### src/rtl/mexp_pkg.sv
// ============================================================================
// mexp_pkg
// Shared types and constants for the modular exponentiation core.
// ============================================================================
package mexp_pkg;

    // Default operand width in bits.
    localparam int MEXP_WIDTH = 32;

    // Controller states.
    typedef enum logic [2:0] {
        ST_IDLE,
        ST_CHECK,
        ST_REDUCE,
        ST_BIT,
        ST_MUL_ACC,
        ST_SQ_START,
        ST_SQUARE,
        ST_DONE
    } state_t;

    // Operand pair fed to the modular multiplier.
    typedef enum logic [1:0] {
        OP_BASE,   // 1 * base, which reduces the base
        OP_ACC,    // accumulator * square
        OP_SQ      // square * square
    } op_sel_t;

    // Commands from the controller to the datapath.
    typedef struct packed {
        logic    load;
        logic    mul_start;
        op_sel_t op_sel;
        logic    wr_sq;
        logic    wr_acc;
        logic    shift_exp;
        logic    emit;
    } mexp_cmd_t;

    // Status from the datapath to the controller.
    typedef struct packed {
        logic mod_zero;
        logic exp_zero;
        logic exp_lsb;
        logic exp_hi_zero;
        logic mul_done;
        logic out_free;
    } mexp_status_t;

endpackage

### src/rtl/mexp_mulmod.sv
// ============================================================================
// mexp_mulmod
// Shift-add modular multiplier: r = x * y mod m, one bit of y per cycle.
// ============================================================================
module mexp_mulmod #(
    parameter int WIDTH = mexp_pkg::MEXP_WIDTH
) (
    input  logic             aclk,
    input  logic             aresetn,
    input  logic             start,
    input  logic [WIDTH-1:0] x_in,     // must not exceed m
    input  logic [WIDTH-1:0] y_in,     // any value
    input  logic [WIDTH-1:0] m_in,     // nonzero, held during the operation
    output logic             done,
    output logic [WIDTH-1:0] result
);
    import mexp_pkg::*;

    localparam int CNT_W = $clog2(WIDTH + 1);

    logic             busy_reg, busy_next;
    logic             done_reg, done_next;
    logic [CNT_W-1:0] cnt_reg, cnt_next;
    logic [WIDTH-1:0] r_reg, r_next;
    logic [WIDTH-1:0] x_reg, x_next;
    logic [WIDTH-1:0] y_reg, y_next;

    logic [WIDTH+1:0] sum;
    logic [WIDTH+1:0] mod1;
    logic [WIDTH+1:0] mod2;

    // One step: r = 2r + bit*x, then bring it back below m. Since r < m and
    // x <= m, the sum stays below 3m, so at most 2m has to be taken off.
    always_comb begin
        mod1 = {2'b00, m_in};
        mod2 = {1'b0, m_in, 1'b0};
        sum  = {1'b0, r_reg, 1'b0} + (y_reg[WIDTH-1] ? {2'b00, x_reg} : '0);
    end

    always_comb begin
        busy_next = busy_reg;
        done_next = 1'b0;
        cnt_next  = cnt_reg;
        r_next    = r_reg;
        x_next    = x_reg;
        y_next    = y_reg;
        if (start) begin
            busy_next = 1'b1;
            cnt_next  = CNT_W'(WIDTH);
            r_next    = '0;
            x_next    = x_in;
            y_next    = y_in;
        end else if (busy_reg) begin
            if (sum >= mod2) begin
                r_next = WIDTH'(sum - mod2);
            end else if (sum >= mod1) begin
                r_next = WIDTH'(sum - mod1);
            end else begin
                r_next = WIDTH'(sum);
            end
            y_next   = {y_reg[WIDTH-2:0], 1'b0};
            cnt_next = cnt_reg - CNT_W'(1);
            if (cnt_reg == CNT_W'(1)) begin
                busy_next = 1'b0;
                done_next = 1'b1;
            end
        end
    end

    // Control flags.
    always_ff @(posedge aclk) begin
        if (!aresetn) begin
            busy_reg <= 1'b0;
            done_reg <= 1'b0;
        end else begin
            busy_reg <= busy_next;
            done_reg <= done_next;
        end
    end

    // Operand and partial-result registers.
    always_ff @(posedge aclk) begin
        cnt_reg <= cnt_next;
        r_reg   <= r_next;
        x_reg   <= x_next;
        y_reg   <= y_next;
    end

    assign done   = done_reg;
    assign result = r_reg;

endmodule

### src/rtl/mexp_dp.sv
// ============================================================================
// mexp_dp
// Datapath: operand, accumulator and square registers, the modular
// multiplier and the output register.
// ============================================================================
module mexp_dp #(
    parameter int WIDTH = mexp_pkg::MEXP_WIDTH
) (
    input  logic                   aclk,
    input  logic                   aresetn,
    input  mexp_pkg::mexp_cmd_t    cmd,
    output mexp_pkg::mexp_status_t status,
    input  logic [WIDTH-1:0]       base_in,
    input  logic [WIDTH-1:0]       exponent_in,
    input  logic [WIDTH-1:0]       modulus_in,
    output logic                   out_valid,
    input  logic                   out_ready,
    output logic [WIDTH-1:0]       power_result
);
    import mexp_pkg::*;

    logic [WIDTH-1:0] base_reg, base_next;
    logic [WIDTH-1:0] exp_reg, exp_next;
    logic [WIDTH-1:0] mod_reg, mod_next;
    logic [WIDTH-1:0] acc_reg, acc_next;
    logic [WIDTH-1:0] sq_reg, sq_next;
    logic [WIDTH-1:0] res_reg, res_next;
    logic             out_valid_reg, out_valid_next;

    logic [WIDTH-1:0] mul_x;
    logic [WIDTH-1:0] mul_y;
    logic [WIDTH-1:0] mul_r;
    logic             mul_done;

    // Operand selection for the multiplier.
    always_comb begin
        unique case (cmd.op_sel)
            OP_BASE: begin
                mul_x = WIDTH'(1);
                mul_y = base_reg;
            end
            OP_ACC: begin
                mul_x = acc_reg;
                mul_y = sq_reg;
            end
            OP_SQ: begin
                mul_x = sq_reg;
                mul_y = sq_reg;
            end
            default: begin
                mul_x = '0;
                mul_y = '0;
            end
        endcase
    end

    mexp_mulmod #(
        .WIDTH (WIDTH)
    ) u_mulmod (
        .aclk    (aclk),
        .aresetn (aresetn),
        .start   (cmd.mul_start),
        .x_in    (mul_x),
        .y_in    (mul_y),
        .m_in    (mod_reg),
        .done    (mul_done),
        .result  (mul_r)
    );

    // Register updates on controller commands.
    always_comb begin
        base_next      = base_reg;
        exp_next       = exp_reg;
        mod_next       = mod_reg;
        acc_next       = acc_reg;
        sq_next        = sq_reg;
        res_next       = res_reg;
        out_valid_next = out_valid_reg;
        if (cmd.load) begin
            base_next = base_in;
            exp_next  = exponent_in;
            mod_next  = modulus_in;
            // The accumulator starts at 1 mod m, which is 0 for m of 0 or 1.
            acc_next  = (modulus_in[WIDTH-1:1] == '0) ? '0 : WIDTH'(1);
        end
        if (cmd.wr_sq) begin
            sq_next = mul_r;
        end
        if (cmd.wr_acc) begin
            acc_next = mul_r;
        end
        if (cmd.shift_exp) begin
            exp_next = {1'b0, exp_reg[WIDTH-1:1]};
        end
        // The output register empties when taken and refills on emit.
        if (out_valid_reg && out_ready) begin
            out_valid_next = 1'b0;
        end
        if (cmd.emit) begin
            res_next       = acc_reg;
            out_valid_next = 1'b1;
        end
    end

    always_ff @(posedge aclk) begin
        if (!aresetn) begin
            out_valid_reg <= 1'b0;
        end else begin
            out_valid_reg <= out_valid_next;
        end
    end

    always_ff @(posedge aclk) begin
        base_reg <= base_next;
        exp_reg  <= exp_next;
        mod_reg  <= mod_next;
        acc_reg  <= acc_next;
        sq_reg   <= sq_next;
        res_reg  <= res_next;
    end

    // Status back to the controller.
    always_comb begin
        status.mod_zero    = (mod_reg == '0);
        status.exp_zero    = (exp_reg == '0);
        status.exp_lsb     = exp_reg[0];
        status.exp_hi_zero = (exp_reg[WIDTH-1:1] == '0);
        status.mul_done    = mul_done;
        status.out_free    = !out_valid_reg || out_ready;
    end

    assign out_valid    = out_valid_reg;
    assign power_result = res_reg;

endmodule

### src/rtl/mexp_ctrl.sv
// ============================================================================
// mexp_ctrl
// Controller: sequences the base reduction and the square-and-multiply
// steps over the exponent bits, least significant bit first.
// ============================================================================
module mexp_ctrl (
    input  logic                   aclk,
    input  logic                   aresetn,
    input  logic                   s_tvalid,
    output logic                   s_tready,
    input  mexp_pkg::mexp_status_t status,
    output mexp_pkg::mexp_cmd_t    cmd
);
    import mexp_pkg::*;

    state_t state_reg, state_next;

    always_ff @(posedge aclk) begin
        if (!aresetn) begin
            state_reg <= ST_IDLE;
        end else begin
            state_reg <= state_next;
        end
    end

    // Next-state logic.
    always_comb begin
        state_next = state_reg;
        unique case (state_reg)
            ST_IDLE: begin
                if (s_tvalid) begin
                    state_next = ST_CHECK;
                end
            end
            ST_CHECK: begin
                state_next = status.mod_zero ? ST_DONE : ST_REDUCE;
            end
            ST_REDUCE: begin
                if (status.mul_done) begin
                    state_next = ST_BIT;
                end
            end
            ST_BIT: begin
                if (status.exp_zero) begin
                    state_next = ST_DONE;
                end else if (status.exp_lsb) begin
                    state_next = ST_MUL_ACC;
                end else begin
                    state_next = ST_SQUARE;
                end
            end
            ST_MUL_ACC: begin
                if (status.mul_done) begin
                    state_next = ST_SQ_START;
                end
            end
            ST_SQ_START: begin
                // No higher exponent bits: the last square is never used.
                state_next = status.exp_hi_zero ? ST_DONE : ST_SQUARE;
            end
            ST_SQUARE: begin
                if (status.mul_done) begin
                    state_next = ST_BIT;
                end
            end
            ST_DONE: begin
                if (status.out_free) begin
                    state_next = ST_IDLE;
                end
            end
            default: begin
                state_next = ST_IDLE;
            end
        endcase
    end

    // Output logic.
    always_comb begin
        s_tready      = 1'b0;
        cmd.load      = 1'b0;
        cmd.mul_start = 1'b0;
        cmd.op_sel    = OP_BASE;
        cmd.wr_sq     = 1'b0;
        cmd.wr_acc    = 1'b0;
        cmd.shift_exp = 1'b0;
        cmd.emit      = 1'b0;
        unique case (state_reg)
            ST_IDLE: begin
                s_tready = 1'b1;
                cmd.load = s_tvalid;
            end
            ST_CHECK: begin
                cmd.mul_start = !status.mod_zero;
                cmd.op_sel    = OP_BASE;
            end
            ST_REDUCE: begin
                cmd.wr_sq = status.mul_done;
            end
            ST_BIT: begin
                cmd.mul_start = !status.exp_zero;
                cmd.op_sel    = status.exp_lsb ? OP_ACC : OP_SQ;
            end
            ST_MUL_ACC: begin
                cmd.wr_acc = status.mul_done;
            end
            ST_SQ_START: begin
                cmd.mul_start = !status.exp_hi_zero;
                cmd.op_sel    = OP_SQ;
            end
            ST_SQUARE: begin
                cmd.op_sel    = OP_SQ;
                cmd.wr_sq     = status.mul_done;
                cmd.shift_exp = status.mul_done;
            end
            ST_DONE: begin
                cmd.emit = status.out_free;
            end
            default: begin
                s_tready = 1'b0;
            end
        endcase
    end

endmodule

### src/rtl/modular_exponentiation_core.sv
// ============================================================================
// modular_exponentiation_core
// Computes base ** exponent mod modulus by right-to-left binary
// square-and-multiply on a shared shift-add modular multiplier.
// ============================================================================
//
//  Channel | Direction | Fields (lowest bits first)
//  --------+-----------+------------------------------------------
//  s_      | in        | base, exponent, modulus (tdata)
//  m_      | out       | power_result (tdata)
//
//  Each item takes one multiply to reduce the base, one per set exponent bit
//  and one square per exponent bit below the highest set one; a zero exponent
//  needs only the reduction and a zero modulus no multiply at all. Each
//  multiply takes one multiplier bit per cycle, plus a start and a finish step.
//  One item is worked on at a time; a finished result waits in the output
//  register while the next item is accepted, and a result still untaken
//  when the next one finishes holds the core until it is taken. Reset is
//  synchronous, active low, and leaves the core idle with no result pending.
//
module modular_exponentiation_core #(
    parameter int WIDTH = mexp_pkg::MEXP_WIDTH
) (
    input  logic                                aclk,
    input  logic                                aresetn,
    input  logic                                s_tvalid,
    output logic                                s_tready,
    // base, exponent, modulus, zero padding
    input  logic [((3*WIDTH+7)/8)*8-1:0]        s_tdata,
    output logic                                m_tvalid,
    input  logic                                m_tready,
    // power_result, zero padding
    output logic [((WIDTH+7)/8)*8-1:0]          m_tdata
);
    import mexp_pkg::*;

    localparam int M_TDATA_W = ((WIDTH + 7) / 8) * 8;

    mexp_cmd_t        cmd;
    mexp_status_t     status;
    logic [WIDTH-1:0] power_result;

    mexp_ctrl u_ctrl (
        .aclk     (aclk),
        .aresetn  (aresetn),
        .s_tvalid (s_tvalid),
        .s_tready (s_tready),
        .status   (status),
        .cmd      (cmd)
    );

    mexp_dp #(
        .WIDTH (WIDTH)
    ) u_dp (
        .aclk         (aclk),
        .aresetn      (aresetn),
        .cmd          (cmd),
        .status       (status),
        .base_in      (s_tdata[WIDTH-1:0]),
        .exponent_in  (s_tdata[2*WIDTH-1:WIDTH]),
        .modulus_in   (s_tdata[3*WIDTH-1:2*WIDTH]),
        .out_valid    (m_tvalid),
        .out_ready    (m_tready),
        .power_result (power_result)
    );

    assign m_tdata = M_TDATA_W'(power_result);

endmodule

### config.mk
export PLATFORM = sky130hd
export DESIGN_NAME = modular_exponentiation_core
export DESIGN_NICKNAME = d
export VERILOG_FILES = /design/src/rtl/mexp_pkg.sv /design/src/rtl/mexp_mulmod.sv /design/src/rtl/mexp_dp.sv /design/src/rtl/mexp_ctrl.sv /design/src/rtl/modular_exponentiation_core.sv
export SDC_FILE = /design/constraint.sdc
export NUM_CORES = 1
export LEC_CHECK = 0
export BUFFER_PORTS_ARGS = -buffer_cell sky130_fd_sc_hd__buf_2
export CAP_MARGIN = 20
export CORE_AREA = 4 4 292 179
export CTS_BUF_LIST = sky130_fd_sc_hd__clkbuf_8
export DETAILED_ROUTE_END_ITERATION = 8
export DIE_AREA = 0 0 296 183
export PLACE_DENSITY_LB_ADDON = 0.2
export SLEW_MARGIN = 25
export SYNTH_ARGS = -nofsm -noshare
export SYNTH_HDL_FRONTEND = slang
export SYNTH_HIERARCHICAL = 1
export SYNTH_SLANG_ARGS = --single-unit
### constraint.sdc
create_clock -name aclk -period 16.4 [get_ports aclk]
set_clock_uncertainty 0.15 [all_clocks]
set_input_delay 1.64 -clock aclk [delete_from_list [all_inputs] [get_ports aclk]]
set_output_delay 1.64 -clock aclk [all_outputs]
set_load 0.1 [all_outputs]
After elaboration in Yosys (flattened, before gate mapping)
Cells that the tools add are included.
{"block": "classes", "n_addsub": 4, "multipliers": 0, "div": 0, "n_lt_le_gt_ge": 2, "eq_ne": 14, "shift": 0, "n_mux": 36, "bitwise_logic": 2, "n_reduce_logical": 21}
{"op": "32-bit two-way mux", "n": 7}
{"op": "32-bit one-hot mux with 3 select lines", "n": 1}
{"op": "32-bit logical NOT", "n": 2}
{"op": "32-bit one-hot mux with 2 select lines", "n": 1}
{"op": "32-bit subtractor", "n": 2}
{"op": "31-bit logical NOT", "n": 2}
{"op": "31-bit two-way mux", "n": 2}
{"op": "33-bit by 32-bit adder with 34-bit output", "n": 1}
{"op": "34-bit by 32-bit >= comparator with 1-bit output", "n": 1}
{"op": "34-bit by 33-bit >= comparator with 1-bit output", "n": 1}
{"op": "3-bit one-hot mux with 7 select lines", "n": 1}
{"op": "3-bit two-way mux", "n": 6}
{"op": "1-bit two-way mux", "n": 14}
{"op": "3-bit == test (second input constant)", "n": 4}
{"op": "2-bit nonzero test", "n": 4}
{"op": "3-bit by 2-bit == test with 1-bit output (second input constant)", "n": 2}
{"op": "6-bit by 1-bit == test with 1-bit output (second input constant)", "n": 1}
{"op": "2-bit by 1-bit != test with 1-bit output (second input constant)", "n": 3}
{"op": "2-bit OR reduction", "n": 3}
{"op": "6-bit by 1-bit subtractor with 6-bit output (second input constant)", "n": 1}
{"op": "1-bit logical NOT", "n": 4}
{"op": "2-bit two-way mux", "n": 2}
{"op": "2-bit one-hot mux with 2 select lines", "n": 1}
{"op": "4-bit AND reduction", "n": 1}
{"op": "other kinds (11)", "n": 12}
{"block": "totals", "register_bits": 300, "latchBits": 0, "ramBits": 0, "mem_bits_ro": 0, "inputBits": 100, "out_inout_bits": 34, "word_cells": 94, "n_memories": 0}

Depth between registers and ports, before layout
Gate-level depths: netlist (run 1).
{"block": "depth", "ltp_word": 7, "depth_mapped": 26, "ltp_nobuf": 23}

By module
Netlist (run 1), hierarchy kept.
{"mod": "mexp_mulmod", "n_inst": 1, "cells_each": 1058, "area_per_inst_um2": 9272.6, "seq_area_each_um2": 2722.6}
{"mod": "mexp_dp", "n_inst": 1, "cells_each": 460, "area_per_inst_um2": 7638.6, "seq_area_each_um2": 5775.5}
{"mod": "mexp_ctrl", "n_inst": 1, "cells_each": 40, "area_per_inst_um2": 274.0, "seq_area_each_um2": 60.1}

Least setup slack after synthesis (run 1)
Ideal clock, no wire load.
{"block": "synth_path", "path_kind": "register to register", "from": "reg u_ctrl.state_reg[2]", "to": "reg u_dp.acc_reg[0], enable pin", "setup_time_ns": 0.375, "t_arrival_ns": 5.052, "required_ns": 15.875, "setup_slack_ns": 10.824, "stages_incl_launch_ff": 5, "n_path_buf": 1, "synth_period_minus_slack_ns": 5.576, "cell_sequence": "dfxtp_1 -> buf_6 -> nor3_1 -> and2_1 -> or2_2"}
{"element": "from (decl)", "line_no": "mexp_ctrl.sv:16", "source": "state_t state_reg, state_next;"}
{"element": "from (signal assigned)", "line_no": "mexp_ctrl.sv:22", "source": "state_reg <= state_next;"}
{"element": "to (signal assigned)", "line_no": "mexp_dp.sv:117", "source": "acc_reg <= acc_next;"}
{"element": "to (decl)", "line_no": "mexp_dp.sv:25", "source": "logic [WIDTH-1:0] acc_reg, acc_next;"}

Worst setup path after layout (run 1)
{"block": "layout_path", "from": "reg u_dp.u_mulmod.y_reg[31]", "to": "reg u_dp.u_mulmod.r_reg[25], in the netlist u_dp/u_mulmod/result[25]"}
{"block": "layout_via", "elab_chain_cells": 5, "word_cells_on_any_way": 8, "cone_classes": "add/sub (3); order compare (2); mux (3)"}
{"element": "from (decl)", "line_no": "mexp_mulmod.sv:26", "source": "logic [WIDTH-1:0] y_reg, y_next;"}
{"element": "from (signal assigned)", "line_no": "mexp_mulmod.sv:86", "source": "y_reg <= y_next;"}
{"element": "32-bit two-way mux (*)", "line_no": "mexp_mulmod.sv:37", "source": "sum = {1'b0, r_reg, 1'b0} + (y_reg[WIDTH-1] ? {2'b00, x_reg} : '0);"}
{"element": "33-bit by 32-bit adder with 34-bit output (*)", "line_no": "mexp_mulmod.sv:37"}
{"element": "32-bit subtractor or 34-bit by 32-bit >= comparator with 1-bit output (tied branches)", "line_no": "mexp_mulmod.sv:57, mexp_mulmod.sv:56"}
{"element": "32-bit two-way mux", "line_no": "mexp_mulmod.sv:56", "source": "end else if (sum >= mod1) begin"}
{"element": "32-bit two-way mux (*)", "line_no": "mexp_mulmod.sv:54", "source": "if (sum >= mod2) begin"}
{"element": "to (signal assigned)", "line_no": "mexp_mulmod.sv:84", "source": "r_reg <= r_next;"}
{"element": "to (decl)", "line_no": "mexp_mulmod.sv:24", "source": "logic [WIDTH-1:0] r_reg, r_next;"}
Every way passes the cells marked *; elsewhere a longest branch is shown, timed or not.
A chain may end at the register's enable or synchronous reset.

==> impl_metrics.ini, run 1 <==
[run_status]
status = complete, no violations

[logic_synthesis]
synth-main-ff-cell = edfxtp_1
yosysUniqueCellTypes = 86
synth_edf_count = 255
ys_ff_latch = 300
synthArstFlopShare = 0
synth_top_cell_by_area = edfxtp_1
syn_inst = 1558
yosys_warnings = 6
syn_nets = 1762
yosysSeqAreaShare = 0.498
yosys-top-cells-area = edfxtp_1 (45%), ha_1 (7.4%), dfxtp_1 (5.2%)
syn_avg_cell_area_um2 = 11.0
synth_area_um2 = 17200
netlist.area_leader.share = 0.446

[setup_path]
crit_fanout = 32
cp-start-kind = flip-flop
end_kind = flip-flop
path_cells = and2_1, ha_1, inv_1, fa_1, nor2b_1, o31a_1, o41a_1, o21a_1, a311oi_1, o41ai_1, xor2_1, ha_1, nand3_1, or4_1, o41ai_1, nor2_1, nor2_1, or3_1, nand2_1, o32ai_1, a211oi_1
cp_top_family = compound AO/OA/AOI/OAI gates
cp_data_required_time_ns = 16.70
arrival_ns = 7.51
cp_slowest_cell = edfxtp_1
cp_num_buf_inv = 1
crit_type = reg -> reg
slowest_delay_ns = 0.74

[timing]
hold_viol_final = 0
rsz0062_at_grt = no
finalSetupViolations = 0
fmax_ghz = 0.139
max_slew_margin = 0.354
worstMarginPinSlew_ns = 0.963
finalCritPeriodShare = 0.440
finalWorstPathRequiredPeriod_ns = 7.21
finalMaxSlewViolations = 0
setup-tns-final_ns = 0
fin_ws_ns = 9.19
finalHoldWorstSlack_ns = 0.307

[clocking]
cts_resized = 0
ctsHtreeMaxLevel = 2
clockRootBuffer = clkbuf_8
clockBufferDepth = 3
cts_tree = yes
postCtsSetupRepairBufs = 0
clk_latency_ns = 0.61
worst_setup_hold_path_clk_slew_ns = 0.07
clock-sinks = 300
cts_hold_buf = 0
cts_buffers = 49

[job]
max_cap_viol_count = 0

[placement]
dp_hpwl_um = 36100
io_buffers = 133
place_ws_ns = 9.37
gp_congestion = 0.903
dp_cells = 2296

[route]
vias = 12808
ant_nets = 0
wirelength_um = 49000
wire_per_inst_um = 20.5
drt_pre_antenna_iters = 5
via_per_inst = 5.37
initialDrtViolationCount = 1059
drc_errors = 0

[die]
die_h_um = 183
dieArea_um2 = 54200
start_util = 0.349
dieWidth_um = 296
core-area_um2 = 49300
fp-row-count = 63
io_pins = 134

[grt]
antenna_found_initial = 0
track_usage = 0.178
grt_pass1_vias = 12614
grt_pass1_wl_um = 74600
grt_overflow = 0
grt_max_degree = 65

[power]
leakage_nw = 7.64
power_per_cell_area_nw_per_um2 = 185
vdd_drop_max_v = 0.000122

[layout]
final_cell_mix = edfxtp_1 (255), nor2_1 (157), buf_2 (133)
multiInputGateArea_um2 = 8080
utilization = 0.396
nFillCells = 4810
syn_to_final_growth_pct = 13.4
drive_above_1_share = 0.187
fin_cells = 2387
nNetsFinal = 1901
seqCellArea_um2 = 8560
diodes = 0
final_common_cell = edfxtp_1

[hold_path]
hp-class = reg -> reg
cell type report:
| class | instances | share of cell area |
|---|---|---|
| Tap cell | 650 | 0.0417 |
| Clock buffer | 54 | 0.0381 |
| Clock inverter | 37 | 0.0129 |
| Sequential cell | 300 | 0.439 |
| Timing Repair Buffer | 149 | 0.0403 |
| Multi-Input combinational cell | 1129 | 0.415 |
| Inverter | 68 | 0.0131 |
path summary, 6_finish.rpt:
check | from | endpoint | slack (ns) | depth (start not counted)
max reg2reg | u_dp/u_mulmod/y_reg[31] | u_dp/u_mulmod/result[25] | 9.19 | 21
min reg2reg | u_dp/acc_reg[24] | u_dp/power_result[24] | 0.31 | 0
max | u_dp/u_mulmod/y_reg[31] | u_dp/u_mulmod/result[25] | 9.19 | 21
min | u_dp/acc_reg[24] | u_dp/power_result[24] | 0.31 | 0
Yosys cell counts (4+ instances only):
master / instances
a211o_1: 4
nand4_1: 21
mux2i_1: 12
o21ai_1: 4
a21oi_2: 4
o21ai_0: 64
o31a_1: 7
a31oi_1: 7
ha_1: 101
clkbuf_1: 19
a21oi_1: 119
buf_6: 8
o21a_1: 20
mux2_4: 28
or3_1: 7
and2_1: 66
and3_1: 4
nor3b_1: 5
xor2_1: 35
buf_2: 28
dfxtp_1: 45
nor2b_1: 6
nor3_1: 25
nor2_1: 162
nand2b_1: 11
inv_1: 67
a21o_1: 25
edfxtp_1: 255
o31ai_1: 5
nand2_1: 70
buf_4: 4
nand3_1: 21
o21bai_1: 12
nor4_1: 25
a211oi_2: 7
xnor2_1: 44
o211ai_1: 7
or2_2: 4
a211oi_1: 19
mux2_2: 34
a22oi_1: 77
cells by family (layout without fill, tap and decap cells):
family,after synthesis,count (layout),synth area share
AO/OA/AOI/OAI,428,428,0.169
XOR/XNOR,79,79,0.0403
adder cells (fa/ha/maj),104,104,0.0770
buffers and inverters,129,308,0.0346
flip-flops,300,300,0.498
multiplexers,75,75,0.0544
AND/OR/NAND/NOR,443,443,0.127
power by group:
group / switching (W) / total (W) / internal (W) / leakage (nW)
Combinational: 0.00117 / 0.00188 / 0.000709 / 4.29
Sequential: 0.0000899 / 0.00104 / 0.000951 / 2.78
Clock: 0.000324 / 0.000678 / 0.000354 / 0.569
Total: 0.00159 / 0.00360 / 0.00201 / 7.64
worst register-to-register path: stages (launching register included):
cell and delay (ns):
edfxtp_1 0.74, and2_1 0.31, ha_1 0.22, inv_1 0.08
fa_1 0.20, nor2b_1 0.08, o31a_1 0.27, o41a_1 0.34
o21a_1 0.23, a311oi_1 0.62, o41ai_1 0.17, xor2_1 0.23
ha_1 0.42, nand3_1 0.13, or4_1 0.58, o41ai_1 0.55
nor2_1 0.26, nor2_1 0.24, or3_1 0.58, nand2_1 0.28
o32ai_1 0.34, a211oi_1 0.08
per-stage QoR:
stage | total power [W] | area, µm²
final | 0.00360 | 19500
after CTS | 0.00360 | 19500
after detailed placement | 0.00289 | 18500
after global placement | 0.00290 | 18500
after global routing | 0.00387 | 19500
after floorplan | 0.00242 | 17200
routing by layer:
| metal | wire [µm] | global-route usage | vias to the layer above |
|---|---|---|---|
| li1 | - | - | 6154 |
| met1 | 24800 | 0.269 | 6246 |
| met2 | 20300 | 0.260 | 346 |
| met3 | 3100 | 0.0414 | 62 |
| met4 | 769 | 0.0353 | 0 |
| met5 | 0 | 0 | - |
Power figures use the tool's default switching activity.
==> inputs of run 2 (changes only) <==
==> constraint.sdc (replaced) <==
create_clock -name aclk -period 7.3 [get_ports aclk]
set_clock_uncertainty 0.15 [all_clocks]
set_input_delay 0.73 -clock aclk [delete_from_list [all_inputs] [get_ports aclk]]
set_output_delay 0.73 -clock aclk [all_outputs]
set_load 0.1 [all_outputs]
==> impl_metrics.ini, run 2 (synthesis gave the netlist of run 1 again) <==
[clocking]
postCtsSetupRepairBufs = 0
clockRootBuffer = clkbuf_8
ctsHtreeMaxLevel = 2
clock-sinks = 300
clockBufferDepth = 3
clk_latency_ns = 0.62
cts_buffers = 50
worst_setup_hold_path_clk_slew_ns = 0.07
cts_hold_buf = 0
cts_tree = yes

[grt]
antenna_found_initial = 0
grt_overflow = 0
grt_pass1_wl_um = 75300
grt_pass1_vias = 12695
track_usage = 0.179
grt_max_degree = 65

[route]
wirelength_um = 49400
drt_pre_antenna_iters = 5
vias = 12818
wire_per_inst_um = 20.7
initialDrtViolationCount = 1221
drc_errors = 0
ant_nets = 0
via_per_inst = 5.36

[power]
internal-power_w = 0.00462
p_sw_w = 0.00362
leakage_nw = 7.67
power.share.sequential = 0.283
vdd_drop_max_v = 0.000178
p_comb_frac = 0.521
clock_power_share = 0.196
swShare = 0.439
power_per_cell_area_nw_per_um2 = 421

[setup_path]
crit_fanout = 32
cp-start-kind = flip-flop
path_cells = nand2_1, inv_1, ha_1, a211oi_2, o21ai_2, o2111ai_2, a21oi_1, a221oi_1, nor2_1, nor2_1, xnor2_1, ha_1, nand4_1, nor4_1, nand4_1, a21oi_1, a211oi_1, o221ai_1, or3_1, mux2i_1, a2111oi_2
slowest_delay_ns = 0.86
r2r_cells = 21
cp_data_required_time_ns = 7.65
cp_slowest_cell = edfxtp_1
end_kind = flip-flop
crit_type = reg -> reg
cp_top_family = compound AO/OA/AOI/OAI gates
worst-path-stages = 21
cp_num_buf_inv = 1
arrival_ns = 7.32

[layout]
nNetsFinal = 1903
syn_to_final_growth_pct = 14.0
final_cell_mix = edfxtp_1 (255), nor2_1 (158), buf_2 (133)
final_common_cell = edfxtp_1
diodes = 0
drive_above_1_share = 0.191

[timing]
finalSetupViolations = 0
rsz0062_at_grt = no
max_slew_margin = 0.343
worstMarginPinSlew_ns = 0.979
finalCritPeriodShare = 0.954
finalWorstPathRequiredPeriod_ns = 6.96
finalMaxSlewViolations = 0
fin_ws_ns = 0.337
setup-tns-final_ns = 0
fmax_ghz = 0.144
hold_viol_final = 0

[hold_path]
hp-class = in -> reg
hold_depth = 1

[die]
dieWidth_um = 296
dieArea_um2 = 54200
io_pins = 134
core-area_um2 = 49300
start_util = 0.349
fp-row-count = 63
die_h_um = 183

[placement]
gp_congestion = 0.897
place_ws_ns = 0.477
io_buffers = 133
dp_hpwl_um = 36400

[run_status]
status = complete, no violations

[job]
max_cap_viol_count = 0
==> run 2: cell count changes in the layout (fill, tap and decap cells not counted), sizes merged <==
cell / before / now
inv: 83 / 78
clkbuf: 54 / 57
clkinv: 18 / 20
clkinvlp: 1 / 3
buf: 149 / 150
bufinv: 3 / 4
==> run 2: what timing repair did <==
item,in CTS,in global routing
setup endpoints to repair,0,4
endpoints found under the hold margin,0,0
gates resized for setup,0,3
==> run 2: final timing paths <==
path | start | to | slack (ns)
max | u_dp/u_mulmod/y_reg[31] | u_dp/u_mulmod/result[11] | 0.34
min | s_tdata[9] | u_dp/base_reg[9] | 0.14
max reg2reg | u_dp/u_mulmod/y_reg[31] | u_dp/u_mulmod/result[11] | 0.34
min reg2reg | u_dp/acc_reg[5] | u_dp/power_result[5] | 0.30
==> run 2: per-layer routing <==
metal / GRT usage / wire (µm)
met5: 0 / 0
met1: 0.278 / 25200
met3: 0.0323 / 2980
met4: 0.0306 / 595
met2: 0.262 / 20600
==> run 2: cell type report <==
type                       count  area [µm²]
inverter                      68         255
multi-input combinational   1129        8090
clock buffer                  57         785
fill                        4814       29700
sequential                   300        8560
tap                          650         813
clock inverter                37         288
timing repair buffer         150         806
==> run 2: power by group through the flow <==
stage               clock, W  combinational [W]  sequential, W
global placement           0            0.00420        0.00237
floorplan                  0            0.00317        0.00227
detailed placement         0            0.00418        0.00238
CTS                  0.00166            0.00421        0.00234
global route         0.00175            0.00472        0.00236
finish               0.00162            0.00429        0.00233
==> run 2: through the flow <==
step	cells	util	instance area (µm²)	hold WS (ns)	power [W]
2_1_floorplan	1558	-	17200	0.277	0.00544
3_3_place_gp	2297	0.376	18500	0.292	0.00657
3_5_place_dp	2297	0.376	18500	0.290	0.00656
4_1_cts	2391	0.397	19600	0.0851	0.00822
5_1_grt	2391	0.398	19600	0.0835	0.00883
6_report	2391	0.398	19600	0.139	0.00824
